[src/design/mocc_pkg.sv]
package mocc_pkg;

   localparam int RAW_W    = 16;
   localparam int DIFF_W   = 17;
   localparam int PROD_W   = 34;
   localparam int FIELD_W  = 20;
   localparam int STATUS_W = 3;
   localparam int SCALE_W  = 16;
   localparam int SKIP_W   = 2;
   localparam int COUNT_W  = 5;
   localparam int CSR_IDX_W = 3;
   localparam int AXES     = 3;
   localparam int FRAC_W   = 12;

   localparam int SKIP_SAMPLES_DEF = 2;
   localparam int PASS_SAMPLES_DEF = 20;

   localparam logic signed [RAW_W-1:0]   OVF_MARK    = -16'sd4096;
   localparam logic signed [RAW_W-1:0]   LIM_LO      = -16'sd4000;
   localparam logic signed [RAW_W-1:0]   LIM_HI      = 16'sd4000;
   localparam logic [SCALE_W-1:0]        SCALE_RESET = 16'd3758;
   localparam logic signed [FIELD_W-1:0] F_MAX       = 20'sd524287;
   localparam logic signed [FIELD_W-1:0] F_MIN       = -20'sd524288;

   localparam logic [STATUS_W-1:0] ST_REJECT = 3'd0;
   localparam logic [STATUS_W-1:0] ST_VALID  = 3'd1;
   localparam logic [STATUS_W-1:0] ST_CAL    = 3'd2;
   localparam logic [STATUS_W-1:0] ST_DONE   = 3'd3;
   localparam logic [STATUS_W-1:0] ST_FAIL   = 3'd4;

   localparam logic [CSR_IDX_W-1:0] CSR_CAL_MODE  = 3'd0;
   localparam logic [CSR_IDX_W-1:0] CSR_LAST_PASS = 3'd1;
   localparam logic [CSR_IDX_W-1:0] CSR_SCALE_X   = 3'd2;
   localparam logic [CSR_IDX_W-1:0] CSR_SCALE_Y   = 3'd3;
   localparam logic [CSR_IDX_W-1:0] CSR_SCALE_Z   = 3'd4;
   localparam logic [CSR_IDX_W-1:0] CSR_OFFSET_X  = 3'd5;
   localparam logic [CSR_IDX_W-1:0] CSR_OFFSET_Y  = 3'd6;
   localparam logic [CSR_IDX_W-1:0] CSR_OFFSET_Z  = 3'd7;

   typedef struct packed {
      logic upd;
      logic en1;
      logic en2;
   } lane_ctl_type;

endpackage

[src/design/mocc_lane.sv]
module mocc_lane (
   input  logic                                   clock,
   input  logic                                   reset,
   input  mocc_pkg::lane_ctl_type                 ctl,
   input  logic signed [mocc_pkg::RAW_W-1:0]      raw,
   input  logic signed [mocc_pkg::RAW_W-1:0]      offset,
   input  logic [mocc_pkg::SCALE_W-1:0]           scale,
   output logic signed [mocc_pkg::FIELD_W-1:0]    field,
   output logic signed [mocc_pkg::RAW_W-1:0]      centre,
   output logic                                   fail
);

   logic signed [mocc_pkg::RAW_W-1:0]   max_ff, max_in, min_ff, min_in;
   logic signed [mocc_pkg::DIFF_W-1:0]  diff_s1_ff;
   logic signed [mocc_pkg::RAW_W-1:0]   hi_s1_ff, lo_s1_ff;
   logic signed [mocc_pkg::PROD_W-1:0]  prod_s2_ff, prod_in;
   logic signed [mocc_pkg::RAW_W-1:0]   centre_s2_ff, centre_in;
   logic                                fail_s2_ff, fail_in;
   logic signed [mocc_pkg::DIFF_W-1:0]  sum;
   logic signed [mocc_pkg::PROD_W:0]    rnd;
   logic signed [mocc_pkg::PROD_W-mocc_pkg::FRAC_W:0] quo;

   always_comb begin
      max_in = (ctl.upd && raw > max_ff) ? raw : max_ff;
      min_in = (ctl.upd && raw < min_ff) ? raw : min_ff;
   end

   always_ff @(posedge clock) begin
      if (reset) begin
         max_ff <= mocc_pkg::LIM_LO;
         min_ff <= mocc_pkg::LIM_HI;
      end else begin
         max_ff <= max_in;
         min_ff <= min_in;
      end
   end

   always_ff @(posedge clock) begin
      if (ctl.en1) begin
         diff_s1_ff <= {raw[mocc_pkg::RAW_W-1], raw} - {offset[mocc_pkg::RAW_W-1], offset};
         hi_s1_ff   <= max_in;
         lo_s1_ff   <= min_in;
      end
   end

   always_comb begin
      prod_in   = mocc_pkg::PROD_W'(diff_s1_ff)
                * mocc_pkg::PROD_W'($signed({1'b0, scale}));
      sum       = {hi_s1_ff[mocc_pkg::RAW_W-1], hi_s1_ff}
                + {lo_s1_ff[mocc_pkg::RAW_W-1], lo_s1_ff};
      sum       = sum + {{(mocc_pkg::DIFF_W-1){1'b0}}, sum[mocc_pkg::DIFF_W-1]};
      centre_in = sum[mocc_pkg::DIFF_W-1:1];
      fail_in   = (hi_s1_ff <= mocc_pkg::LIM_LO) || (lo_s1_ff >= mocc_pkg::LIM_HI);
   end

   always_ff @(posedge clock) begin
      if (ctl.en2) begin
         prod_s2_ff   <= prod_in;
         centre_s2_ff <= centre_in;
         fail_s2_ff   <= fail_in;
      end
   end

   always_comb begin
      rnd = {prod_s2_ff[mocc_pkg::PROD_W-1], prod_s2_ff}
          + (mocc_pkg::PROD_W+1)'(1 << (mocc_pkg::FRAC_W-1));
      quo = rnd[mocc_pkg::PROD_W:mocc_pkg::FRAC_W];
      if (quo > (mocc_pkg::PROD_W-mocc_pkg::FRAC_W+1)'(mocc_pkg::F_MAX)) begin
         field = mocc_pkg::F_MAX;
      end else if (quo < (mocc_pkg::PROD_W-mocc_pkg::FRAC_W+1)'(mocc_pkg::F_MIN)) begin
         field = mocc_pkg::F_MIN;
      end else begin
         field = quo[mocc_pkg::FIELD_W-1:0];
      end
   end

   assign centre = centre_s2_ff;
   assign fail   = fail_s2_ff;

endmodule

[src/design/mocc_merge.sv]
module mocc_merge (
   input  logic                                                clock,
   input  logic                                                en,
   input  logic [mocc_pkg::STATUS_W-1:0]                       status_s2,
   input  logic                                                last_pass,
   input  logic [mocc_pkg::AXES-1:0][mocc_pkg::FIELD_W-1:0]    field,
   input  logic [mocc_pkg::AXES-1:0][mocc_pkg::RAW_W-1:0]      centre,
   input  logic [mocc_pkg::AXES-1:0]                           fail,
   output logic [mocc_pkg::STATUS_W-1:0]                       status,
   output logic [mocc_pkg::AXES-1:0][mocc_pkg::FIELD_W-1:0]    field_out,
   output logic [mocc_pkg::AXES-1:0][mocc_pkg::RAW_W-1:0]      offset_out
);

   logic [mocc_pkg::STATUS_W-1:0]                    status_ff, status_in;
   logic [mocc_pkg::AXES-1:0][mocc_pkg::FIELD_W-1:0] field_ff, field_in;
   logic [mocc_pkg::AXES-1:0][mocc_pkg::RAW_W-1:0]   offset_ff, offset_in;
   logic                                             checked;

   always_comb begin
      checked   = (status_s2 == mocc_pkg::ST_DONE) && last_pass;
      status_in = (checked && (|fail)) ? mocc_pkg::ST_FAIL : status_s2;
      field_in  = (status_s2 == mocc_pkg::ST_VALID) ? field : '0;
      offset_in = (checked && !(|fail)) ? centre : '0;
   end

   always_ff @(posedge clock) begin
      if (en) begin
         status_ff <= status_in;
         field_ff  <= field_in;
         offset_ff <= offset_in;
      end
   end

   assign status     = status_ff;
   assign field_out  = field_ff;
   assign offset_out = offset_ff;

endmodule

[src/design/magnetometer_offset_cal_and_correct.sv]
// Three-axis magnetometer hard-iron calibration and correction. One sample beat in,
// one result beat out, one beat per cycle sustained while rsp_tready stays high; the
// pipeline has difference, multiply and rounding stages, a 17x17 multiply per axis.
// A sample with any axis at -4096 returns status 0 and leaves all state untouched.
// Measure mode returns round((raw - offset) * scale / 4096), saturated to 20 bits.
// Calibration mode skips SKIP_SAMPLES good samples, then tracks per-axis min/max over
// PASS_SAMPLES samples (held till reset); on a last pass the end beat carries the
// range check and offsets (max+min)/2. Write CSRs only while no beat is in flight.
module magnetometer_offset_cal_and_correct #(
   parameter int SKIP_SAMPLES = mocc_pkg::SKIP_SAMPLES_DEF,
   parameter int PASS_SAMPLES = mocc_pkg::PASS_SAMPLES_DEF
) (
   input  logic                                clock,
   input  logic                                reset,
   input  logic                                req_tvalid,
   output logic                                req_tready,
   input  logic [47:0]                         req_tdata,  // raw_x, raw_y, raw_z
   output logic                                rsp_tvalid,
   input  logic                                rsp_tready,
   output logic [111:0]                        rsp_tdata,  // field_x, field_y, field_z,
                                                           // new_offset_x/y/z, zero fill
   output logic [7:0]                          rsp_tuser,  // status, zero fill
   input  logic                                csr_we,
   input  logic [mocc_pkg::CSR_IDX_W-1:0]      csr_index,
   input  logic [15:0]                         csr_wdata
);

   logic                                  cal_mode_ff, last_pass_ff;
   logic [mocc_pkg::AXES-1:0][15:0]       scale_ff, offset_ff;
   logic [mocc_pkg::SKIP_W-1:0]           skip_ff, skip_in;
   logic [mocc_pkg::COUNT_W-1:0]          count_ff, count_in, count_inc;
   logic                                  v1_ff, v2_ff, v3_ff;
   logic [mocc_pkg::STATUS_W-1:0]         st1_ff, st2_ff, st_in;
   logic                                  en1, en2, en3, acc, rej;
   mocc_pkg::lane_ctl_type                ctl;
   logic [mocc_pkg::AXES-1:0][15:0]       raw;
   logic [mocc_pkg::AXES-1:0][mocc_pkg::FIELD_W-1:0] lane_field, field_o;
   logic [mocc_pkg::AXES-1:0][15:0]       lane_centre, offset_o;
   logic [mocc_pkg::AXES-1:0]             lane_fail;
   logic [mocc_pkg::STATUS_W-1:0]         status_o;

   assign raw = req_tdata;

   always_ff @(posedge clock) begin
      if (reset) begin
         cal_mode_ff  <= 1'b0;
         last_pass_ff <= 1'b0;
         scale_ff     <= {mocc_pkg::AXES{mocc_pkg::SCALE_RESET}};
         offset_ff    <= '0;
      end else if (csr_we) begin
         unique case (csr_index)
            mocc_pkg::CSR_CAL_MODE:  cal_mode_ff  <= csr_wdata[0];
            mocc_pkg::CSR_LAST_PASS: last_pass_ff <= csr_wdata[0];
            mocc_pkg::CSR_SCALE_X:   scale_ff[0]  <= csr_wdata;
            mocc_pkg::CSR_SCALE_Y:   scale_ff[1]  <= csr_wdata;
            mocc_pkg::CSR_SCALE_Z:   scale_ff[2]  <= csr_wdata;
            mocc_pkg::CSR_OFFSET_X:  offset_ff[0] <= csr_wdata;
            mocc_pkg::CSR_OFFSET_Y:  offset_ff[1] <= csr_wdata;
            mocc_pkg::CSR_OFFSET_Z:  offset_ff[2] <= csr_wdata;
            default: ;
         endcase
      end
   end

   always_comb begin
      en3        = !v3_ff || rsp_tready;
      en2        = !v2_ff || en3;
      en1        = !v1_ff || en2;
      req_tready = en1;
      acc        = req_tvalid && en1;
      rej        = (raw[0] == mocc_pkg::OVF_MARK) || (raw[1] == mocc_pkg::OVF_MARK)
                || (raw[2] == mocc_pkg::OVF_MARK);
      skip_in    = skip_ff;
      count_in   = count_ff;
      count_inc  = count_ff + mocc_pkg::COUNT_W'(1);
      ctl.upd    = 1'b0;
      ctl.en1    = en1;
      ctl.en2    = en2;
      if (rej) begin
         st_in = mocc_pkg::ST_REJECT;
      end else if (!cal_mode_ff) begin
         st_in = mocc_pkg::ST_VALID;
      end else if (skip_ff < mocc_pkg::SKIP_W'(SKIP_SAMPLES)) begin
         st_in   = mocc_pkg::ST_CAL;
         skip_in = skip_ff + mocc_pkg::SKIP_W'(1);
      end else begin
         ctl.upd = acc;
         if (count_inc >= mocc_pkg::COUNT_W'(PASS_SAMPLES)) begin
            st_in    = mocc_pkg::ST_DONE;
            skip_in  = '0;
            count_in = '0;
         end else begin
            st_in    = mocc_pkg::ST_CAL;
            count_in = count_inc;
         end
      end
   end

   always_ff @(posedge clock) begin
      if (reset) begin
         skip_ff  <= '0;
         count_ff <= '0;
         v1_ff    <= 1'b0;
         v2_ff    <= 1'b0;
         v3_ff    <= 1'b0;
      end else begin
         if (acc) begin
            skip_ff  <= skip_in;
            count_ff <= count_in;
         end
         if (en1) v1_ff <= acc;
         if (en2) v2_ff <= v1_ff;
         if (en3) v3_ff <= v2_ff;
      end
   end

   always_ff @(posedge clock) begin
      if (en1) st1_ff <= st_in;
      if (en2) st2_ff <= st1_ff;
   end

   for (genvar a = 0; a < mocc_pkg::AXES; a++) begin : g_lane
      mocc_lane u_lane (
         .clock  (clock),
         .reset  (reset),
         .ctl    (ctl),
         .raw    (raw[a]),
         .offset (offset_ff[a]),
         .scale  (scale_ff[a]),
         .field  (lane_field[a]),
         .centre (lane_centre[a]),
         .fail   (lane_fail[a])
      );
   end

   mocc_merge u_merge (
      .clock      (clock),
      .en         (en3),
      .status_s2  (st2_ff),
      .last_pass  (last_pass_ff),
      .field      (lane_field),
      .centre     (lane_centre),
      .fail       (lane_fail),
      .status     (status_o),
      .field_out  (field_o),
      .offset_out (offset_o)
   );

   assign rsp_tvalid = v3_ff;
   assign rsp_tdata  = {4'b0, offset_o, field_o};
   assign rsp_tuser  = {5'b0, status_o};

endmodule

[config.mk]
export PLATFORM = sky130hd
export DESIGN_NAME = magnetometer_offset_cal_and_correct
export DESIGN_NICKNAME = d
export VERILOG_FILES = /design/src/design/mocc_pkg.sv /design/src/design/mocc_lane.sv /design/src/design/mocc_merge.sv /design/src/design/magnetometer_offset_cal_and_correct.sv
export SDC_FILE = /design/constraint.sdc
export NUM_CORES = 2
export LEC_CHECK = 0
export BUFFER_PORTS_ARGS = -buffer_cell sky130_fd_sc_hd__buf_2
export CAP_MARGIN = 5
export CORE_MARGIN = 10
export CORE_UTILIZATION = 40
export CTS_BUF_LIST = sky130_fd_sc_hd__clkbuf_4
export DETAILED_ROUTE_END_ITERATION = 8
export PLACE_DENSITY = 0.58
export SLEW_MARGIN = 25
export SYNTH_ARGS = -nofsm -noshare
export SYNTH_HDL_FRONTEND = slang
export SYNTH_SLANG_ARGS = --single-unit
export TNS_END_PERCENT = 1
[constraint.sdc]
create_clock -name clock -period 15.6 [get_ports clock]
set_clock_uncertainty 0.15 [all_clocks]
set_input_delay 0 -clock clock [delete_from_list [all_inputs] [get_ports clock]]
set_output_delay 0 -clock clock [all_outputs]
set_load 0.02 [all_outputs]
======== Word-level counts from Yosys, hierarchy flattened ========
Index checks and enable logic that the tools add are counted.
word-level totals
  register bits after elaboration ......... 621
  input port bits ......................... 72
  logic and storage cells ................. 165
  output and inout bits ................... 122
cells by class
  magnitude comparators ................... 20
  bitwise logic cells ..................... 4
  muxes and demuxes ....................... 21
  add/subtract/negate cells ............... 14
  eq/ne operators ......................... 12
  reduce and logical (&&, ||, !) cells .... 40
  multipliers ............................. 3
operator list
  operator                  number
  $add A34 B13 Y35 const B  3
  $mul A17 B17 Y34          3
  $mux W16                  6
  $gt A23 B20 Y1 const B    3
  $lt A23 B20 Y1 const B    3
  $mux W20                  3
  $mux W19                  3
  $add A16 B16 Y17          3
  $add A17 B1 Y17           3
  $sub A16 B16 Y17          3
  $eq A16 B16 Y1 const B    3
  $ge A16 B13 Y1 const B    3
  $gt A16 B16 Y1            3
  $le A16 B13 Y1 const B    3
  $lt A16 B16 Y1            3
  $reduce_and A2 Y1         8
  $eq A3 B3 Y1 const B      4
  $logic_and A1 B1 Y1       10
  $eq A3 B2 Y1 const B      3
  $logic_or A1 B1 Y1        8
  $reduce_and A4 Y1         2
  $reduce_or A2 Y1          4
  $eq A3 B1 Y1 const B      2
  $mux W1                   6
  11 further kinds          19

======== Depth between registers and ports, before layout ========
  depth after elaboration ................. 10
  depth in mapped cells ................... 26
  depth with buffers taken out ............ 25

======== By module ========
Synthesis repeated with hierarchy kept, for this count alone.
unflattened totals
  cell total of the unflattened synthesis .. 6,325
  area, all modules ....................... 61,287.5 um2
modules (own cells, without submodules)
  module                               times used  sequential area each (um2)  cells an instance  area each (um2)
  mocc_lane at g_lane[1].u_lane        1           3,313.2                     1,894              17,937.2
  mocc_lane at g_lane[0].u_lane        1           3,313.2                     1,808              17,356.6
  mocc_lane at g_lane[2].u_lane        1           3,313.2                     1,787              17,217.8
  magnetometer_offset_cal_and_correct  1           2,282.2                     546                4,399.2
  mocc_merge                           1           3,333.2                     290                4,376.7

======== Least setup slack after synthesis ========
Ideal clock, no wire load.
  kind .................................... flip-flop to flip-flop
  start point ............................. register v3_ff (netlist: rsp_tvalid)
  end point ............................... register g_lane[2].u_lane.hi_s1_ff[0] (netlist bit) (data pin)
  arrival time ............................ 7,034 ps
  path slack .............................. 8,154 ps
  path buffers ............................ 3
  stages on the path, launching flop included .. 10
  clock period less this slack ............ 7,446 ps
  library setup time ...................... 262 ps
  data required time ...................... 15,188 ps
  path through ............................ dfxtp_1 nor2b_1 nand3_1 and3_1 clkbuf_1 nand2_2 a311o_1 buf_2 buf_2 mux2_2
between the ends
  cells in the longest elaborated chain, start to end .. 10
RTL lines
  what                                   RTL line                                    source
  start, declared                        magnetometer_offset_cal_and_correct.sv:32   logic v1_ff, v2_ff, v3_ff;
  start signal, assigned                 magnetometer_offset_cal_and_correct.sv:113  if (en3) v3_ff <= v2_ff;
  $logic_not A1 Y1                       magnetometer_offset_cal_and_correct.sv:66   en3 = !v3_ff || rsp_tready;
  $logic_or A1 B1 Y1                     magnetometer_offset_cal_and_correct.sv:66
  $logic_or A1 B1 Y1                     magnetometer_offset_cal_and_correct.sv:67   en2 = !v2_ff || en3;
  $logic_or A1 B1 Y1                     magnetometer_offset_cal_and_correct.sv:68   en1 = !v1_ff || en2;
  net req_tready                         magnetometer_offset_cal_and_correct.sv:16   output logic req_tready,
  $logic_and A1 B1 Y1                    magnetometer_offset_cal_and_correct.sv:70   acc = req_tvalid && en1;
  $mux W1                                magnetometer_offset_cal_and_correct.sv:83   end else if (skip_ff < mocc_pkg::SKIP_W'(SKIP_SAMPLES)) begin
  $mux W1                                magnetometer_offset_cal_and_correct.sv:81   end else if (!cal_mode_ff) begin
  $mux W1                                magnetometer_offset_cal_and_correct.sv:79   if (rej) begin
  $logic_and A1 B1 Y1                    mocc_lane.sv:24                             max_in = (ctl.upd && raw > max_ff) ? raw : max_ff;
  $mux W16                               mocc_lane.sv:24
  net g_lane[2].u_lane.max_in (one bit)  mocc_lane.sv:13                             logic signed [mocc_pkg::RAW_W-1:0] max_ff, max_in, min_ff, min_in;
  end signal, assigned                   mocc_lane.sv:41                             hi_s1_ff <= max_in;
  end, declared                          mocc_lane.sv:15                             logic signed [mocc_pkg::RAW_W-1:0] hi_s1_ff, lo_s1_ff;
The timed path passes the listed nets, and every way through them passes these cells.
A chain may end at the register's enable or synchronous reset.

======== Worst setup path in the final report ========
  start point ............................. register scale_ff[2] (netlist bit)
  end point ............................... register g_lane[0].u_lane.prod_s2_ff[31] (netlist bit) (data pin)
between the ends
  cells in the longest elaborated chain, start to end .. 1
RTL lines
  what                                    RTL line                                   source
  start, declared                         magnetometer_offset_cal_and_correct.sv:29  logic [mocc_pkg::AXES-1:0][15:0] scale_ff, offset_ff;
  start signal, assigned                  magnetometer_offset_cal_and_correct.sv:48  scale_ff <= {mocc_pkg::AXES{mocc_pkg::SCALE_RESET}};
  $mul A17 B17 Y34                        mocc_lane.sv:48                            * mocc_pkg::PROD_W'($signed({1'b0, scale}));
  net g_lane[0].u_lane.prod_in (one bit)  mocc_lane.sv:16                            logic signed [mocc_pkg::PROD_W-1:0] prod_s2_ff, prod_in;
  end signal, assigned                    mocc_lane.sv:58                            prod_s2_ff <= prod_in;
  end, declared                           mocc_lane.sv:16
The timed path passes the listed nets, and every way through them passes these cells.

==> results.md <==
| Metric | Reported |
|:---|:---|
| Boundary pin count | 194 |
| I/O Buffers | 184 |
| Worst skew pair latency | 1180 ps |
| Category of the worst setup path launch point | register |
| Core region area | 149800 µm² |
| Clock transition at the registers of the reported paths | 70 ps |
| Number of instances in the synthesized netlist | 6202 |
| Number of nets in the layout | 7958 |
| Number of H-tree branching levels | 4 |
| Post-detailed-placement half-perimeter wirelength | 116.1 mm |
| Final period util | 0.4619 |
| Clock Tree Root | sky130_fd_sc_hd__clkbuf_4 |
| Post-Synthesis Cell Area | 60190 µm² |
| Initial core utilization | 0.4019 |
| Result of the run | complete, no violations |
| Gr usage total | 0.1863 |
| Synth top area share | 0.2784 |
| Cell types with the highest counts after synthesis | sky130_fd_sc_hd__inv_1 (1262), sky130_fd_sc_hd__fa_1 (837), sky130_fd_sc_hd__nand2_1 (812), sky130_fd_sc_hd__ha_1 (452), sky130_fd_sc_hd__edfxtp_1 (382) |
| Highest achievable clock rate | 0.1388 GHz |
| Final number of max-transition violations | 0 |
| Gr ovfl total | 0 |
| Average instance area after synthesis | 9.706 µm² |
| Final number of hold-violating endpoints | 0 |
| Row Count | 142 |
| Final non-filler cell area | 67590 µm² |
| CTS tree | built |
| Total detailed-routing wirelength | 154.5 mm |
| Data required time of the worst path | 16290 ps |
| Max-capacitance violation count | 0 |
| Routed Antenna Nets | 0 |
| Final setup violation count | 0 |
| Highest fanout seen on the critical path | 18 |
| Measured slew at the worst slew-check pin | 1011 ps |
| Postcts setup bufs | 0 |
| Critical path class | reg -> reg |
| Global-route wire length before repair | 249.3 mm |
| Number of different library cells in the post-synthesis netlist | 84 |
| Endpoint kind of the worst setup timing path | register |
| Die span in x | 407.9 µm |
| Via/cell ratio | 4.925 |
| Top post-synthesis cells by area | sky130_fd_sc_hd__fa_1 (28%), sky130_fd_sc_hd__edfxtp_1 (19%), sky130_fd_sc_hd__ha_1 (9.4%), sky130_fd_sc_hd__inv_1 (7.9%), sky130_fd_sc_hd__dfxtp_1 (6.8%) |
| Number of remaining DRC errors | 0 |
| Share of synthesized registers carrying an async set or reset | 0 |
| Antenna violations before repair | 26 |
| Ratio of cells with drive above 1 in the final layout | 0.09057 |
| Arrival time of the worst setup path | 7900 ps |
| Count leader, synth | sky130_fd_sc_hd__inv_1 |
| Count of routing violations after the opening detailed-route iteration | 2576 |
| Crit path time final | 7206 ps |
| Average wire length per cell after detail routing | 17.63 µm |
| Setup_tns | 0 ps |
| Area leader, netlist | sky130_fd_sc_hd__fa_1 |
| Worst Hold Class | in -> reg |
| Portion of the post-synthesis area used by sequential elements | 0.2584 |
| Area of placed instances | 62990 µm² |
| DR pass1 iterations | 5 |
| Yosys warning count | 0 |
| Vias in the first global route | 45.11k |
| Final weighted congestion of routability-driven global placement | 0.8643 |
| Number of CTS-inserted buffers | 168 |
| Tightest slew margin relative to the limit | 0.3213 |
| Quantity of gates resized following cts | 0 |
| RSZ-0062 raised after global routing | false |
| Number of register bits inferred by synthesis | 586 |
| Maximum root-to-sink buffer count | 3 |
| Area enclosed by the die boundary | 166400 µm² |
| Number of enable flip-flop cells after synthesis | 382 |
| Post-synth top flop | sky130_fd_sc_hd__edfxtp_1 |
| Synth-to-Final Area Change | 12.29% |
| Clock sink total | 586 |
| Maximum number of pins on one net before global-route repair | 151 |
| Height of the die | 407.9 µm |
| Total via count in the routed design | 43.17k |
[cells by family after synthesis]
group	count (synthesis)	share of synthesized area
AND/OR/NAND/NOR	1878	0.1528
buffers and inverters	1478	0.09318
adder cells (fa/ha/maj)	1290	0.3725
flip-flops	586	0.2584
AO/OA/AOI/OAI	574	0.05968
XOR/XNOR	245	0.03565
multiplexers	150	0.02769
other	1	0.00006230
[final timing paths]
| check | from | to | slack [ps] | cells past startpoint |
|---|---|---|---|---|
| hold reg to reg | st1_ff[1] | st2_ff[1] | 270 | 0 |
| setup reg to reg | scale_ff[2] | g_lane[0].u_lane.prod_s2_ff[31] | 8390 | 21 |
| hold / removal | req_tdata[33] | g_lane[2].u_lane.diff_s1_ff[3] | 160 | 7 |
| setup / recovery | scale_ff[2] | g_lane[0].u_lane.prod_s2_ff[31] | 8390 | 21 |
[area by class of cell]
type | count | area [µm²]
antenna | 14 | 35.03
clock buffer | 242 | 1817
clock inverter | 66 | 389.1
fill | 14342 | 82180
inverter | 1262 | 4742
multi-input combinational | 4146 | 39130
sequential | 586 | 15550
tap | 2016 | 2522
timing repair buffer | 433 | 3408
[through the flow]
step / util / worst slack, ps / hold WS [ps] / cells
after floorplan: - / 8154 / -29.21 / 6210
after global placement: 0.4203 / 8346 / 161.8 / 8208
after detailed placement: 0.4206 / 8381 / 174.7 / 8209
after CTS: 0.4510 / 8379 / 11.71 / 8751
after global routing: 0.4512 / 7947 / 68.00 / 8762
final: 0.4513 / 8394 / 155.5 / 8765
[state kept, by name, indices dropped and copies added, names as in the netlist, 2 cells and up]
| register | count |
|---|---|
| count_ff | 5 |
| g_lane.u_lane.centre | 48 |
| g_lane.u_lane.diff_s1_ff | 51 |
| g_lane.u_lane.fail | 3 |
| g_lane.u_lane.hi_s1_ff | 48 |
| g_lane.u_lane.lo_s1_ff | 48 |
| g_lane.u_lane.max_ff | 48 |
| g_lane.u_lane.min_ff | 48 |
| g_lane.u_lane.prod_s2_ff | 69 |
| offset_ff | 48 |
| scale_ff | 48 |
| skip_ff | 2 |
| st1_ff | 2 |
| st2_ff | 2 |
| u_merge.field_out | 60 |
| u_merge.offset_out | 48 |
| u_merge.status | 3 |
[layout by cell type, fill, tap and decap left out, drive strengths merged, types with 27 or more instances in the layout]
cell type	n
o21a	28
nand4	41
and2	376
buf	200
edfxtp	382
xor2	92
mux2i	58
nor2b	74
clkbuf	242
inv	1270
fa	837
a21oi	220
nand3	74
nand2b	97
xnor2	153
nor2	195
nor3	54
dfxtp	204
ha	452
mux2	92
dlygate4sd3	233
a21o	53
clkinv	53
nand2	813
nand3b	34
o21ai	134
or2	27
and3	29
[critical path: stages (launching register included)]
cell                        delay, ps
sky130_fd_sc_hd__dfxtp_1          760
sky130_fd_sc_hd__nand2_1          270
sky130_fd_sc_hd__fa_1             780
sky130_fd_sc_hd__fa_1             480
sky130_fd_sc_hd__inv_1             90
sky130_fd_sc_hd__fa_1             440
sky130_fd_sc_hd__fa_1             500
sky130_fd_sc_hd__fa_1             490
sky130_fd_sc_hd__inv_1             50
sky130_fd_sc_hd__fa_1             470
sky130_fd_sc_hd__inv_1             40
sky130_fd_sc_hd__ha_1             310
sky130_fd_sc_hd__a2111oi_0        420
sky130_fd_sc_hd__o21ai_0          230
sky130_fd_sc_hd__a21oi_1          230
sky130_fd_sc_hd__nand3b_1         100
sky130_fd_sc_hd__o211a_1          280
sky130_fd_sc_hd__nand4_1          140
sky130_fd_sc_hd__a21oi_1          140
sky130_fd_sc_hd__a21o_1           230
sky130_fd_sc_hd__a211oi_1         240
sky130_fd_sc_hd__a211oi_1          60
[timing repair]
item | 4_1_cts | 5_1_grt
setup endpoints to repair | 0 | 0
hold endpoints to repair | 605 | 0
hold buffers | 234 | 0
[metal layers]
layer / up-vias / GRT usage / part of all wire
met4: 24 / 0.04859 / 0.023
met2: 1137 / 0.2986 / 0.46
met3: 251 / 0.03841 / 0.064
met5: - / 0 / 0.00093
met1: 21422 / 0.2559 / 0.46
li1: 20338 / - / -
Power is not shown: default switching activity piles up to over one toggle a cycle in this logic, so the estimate is an artifact.
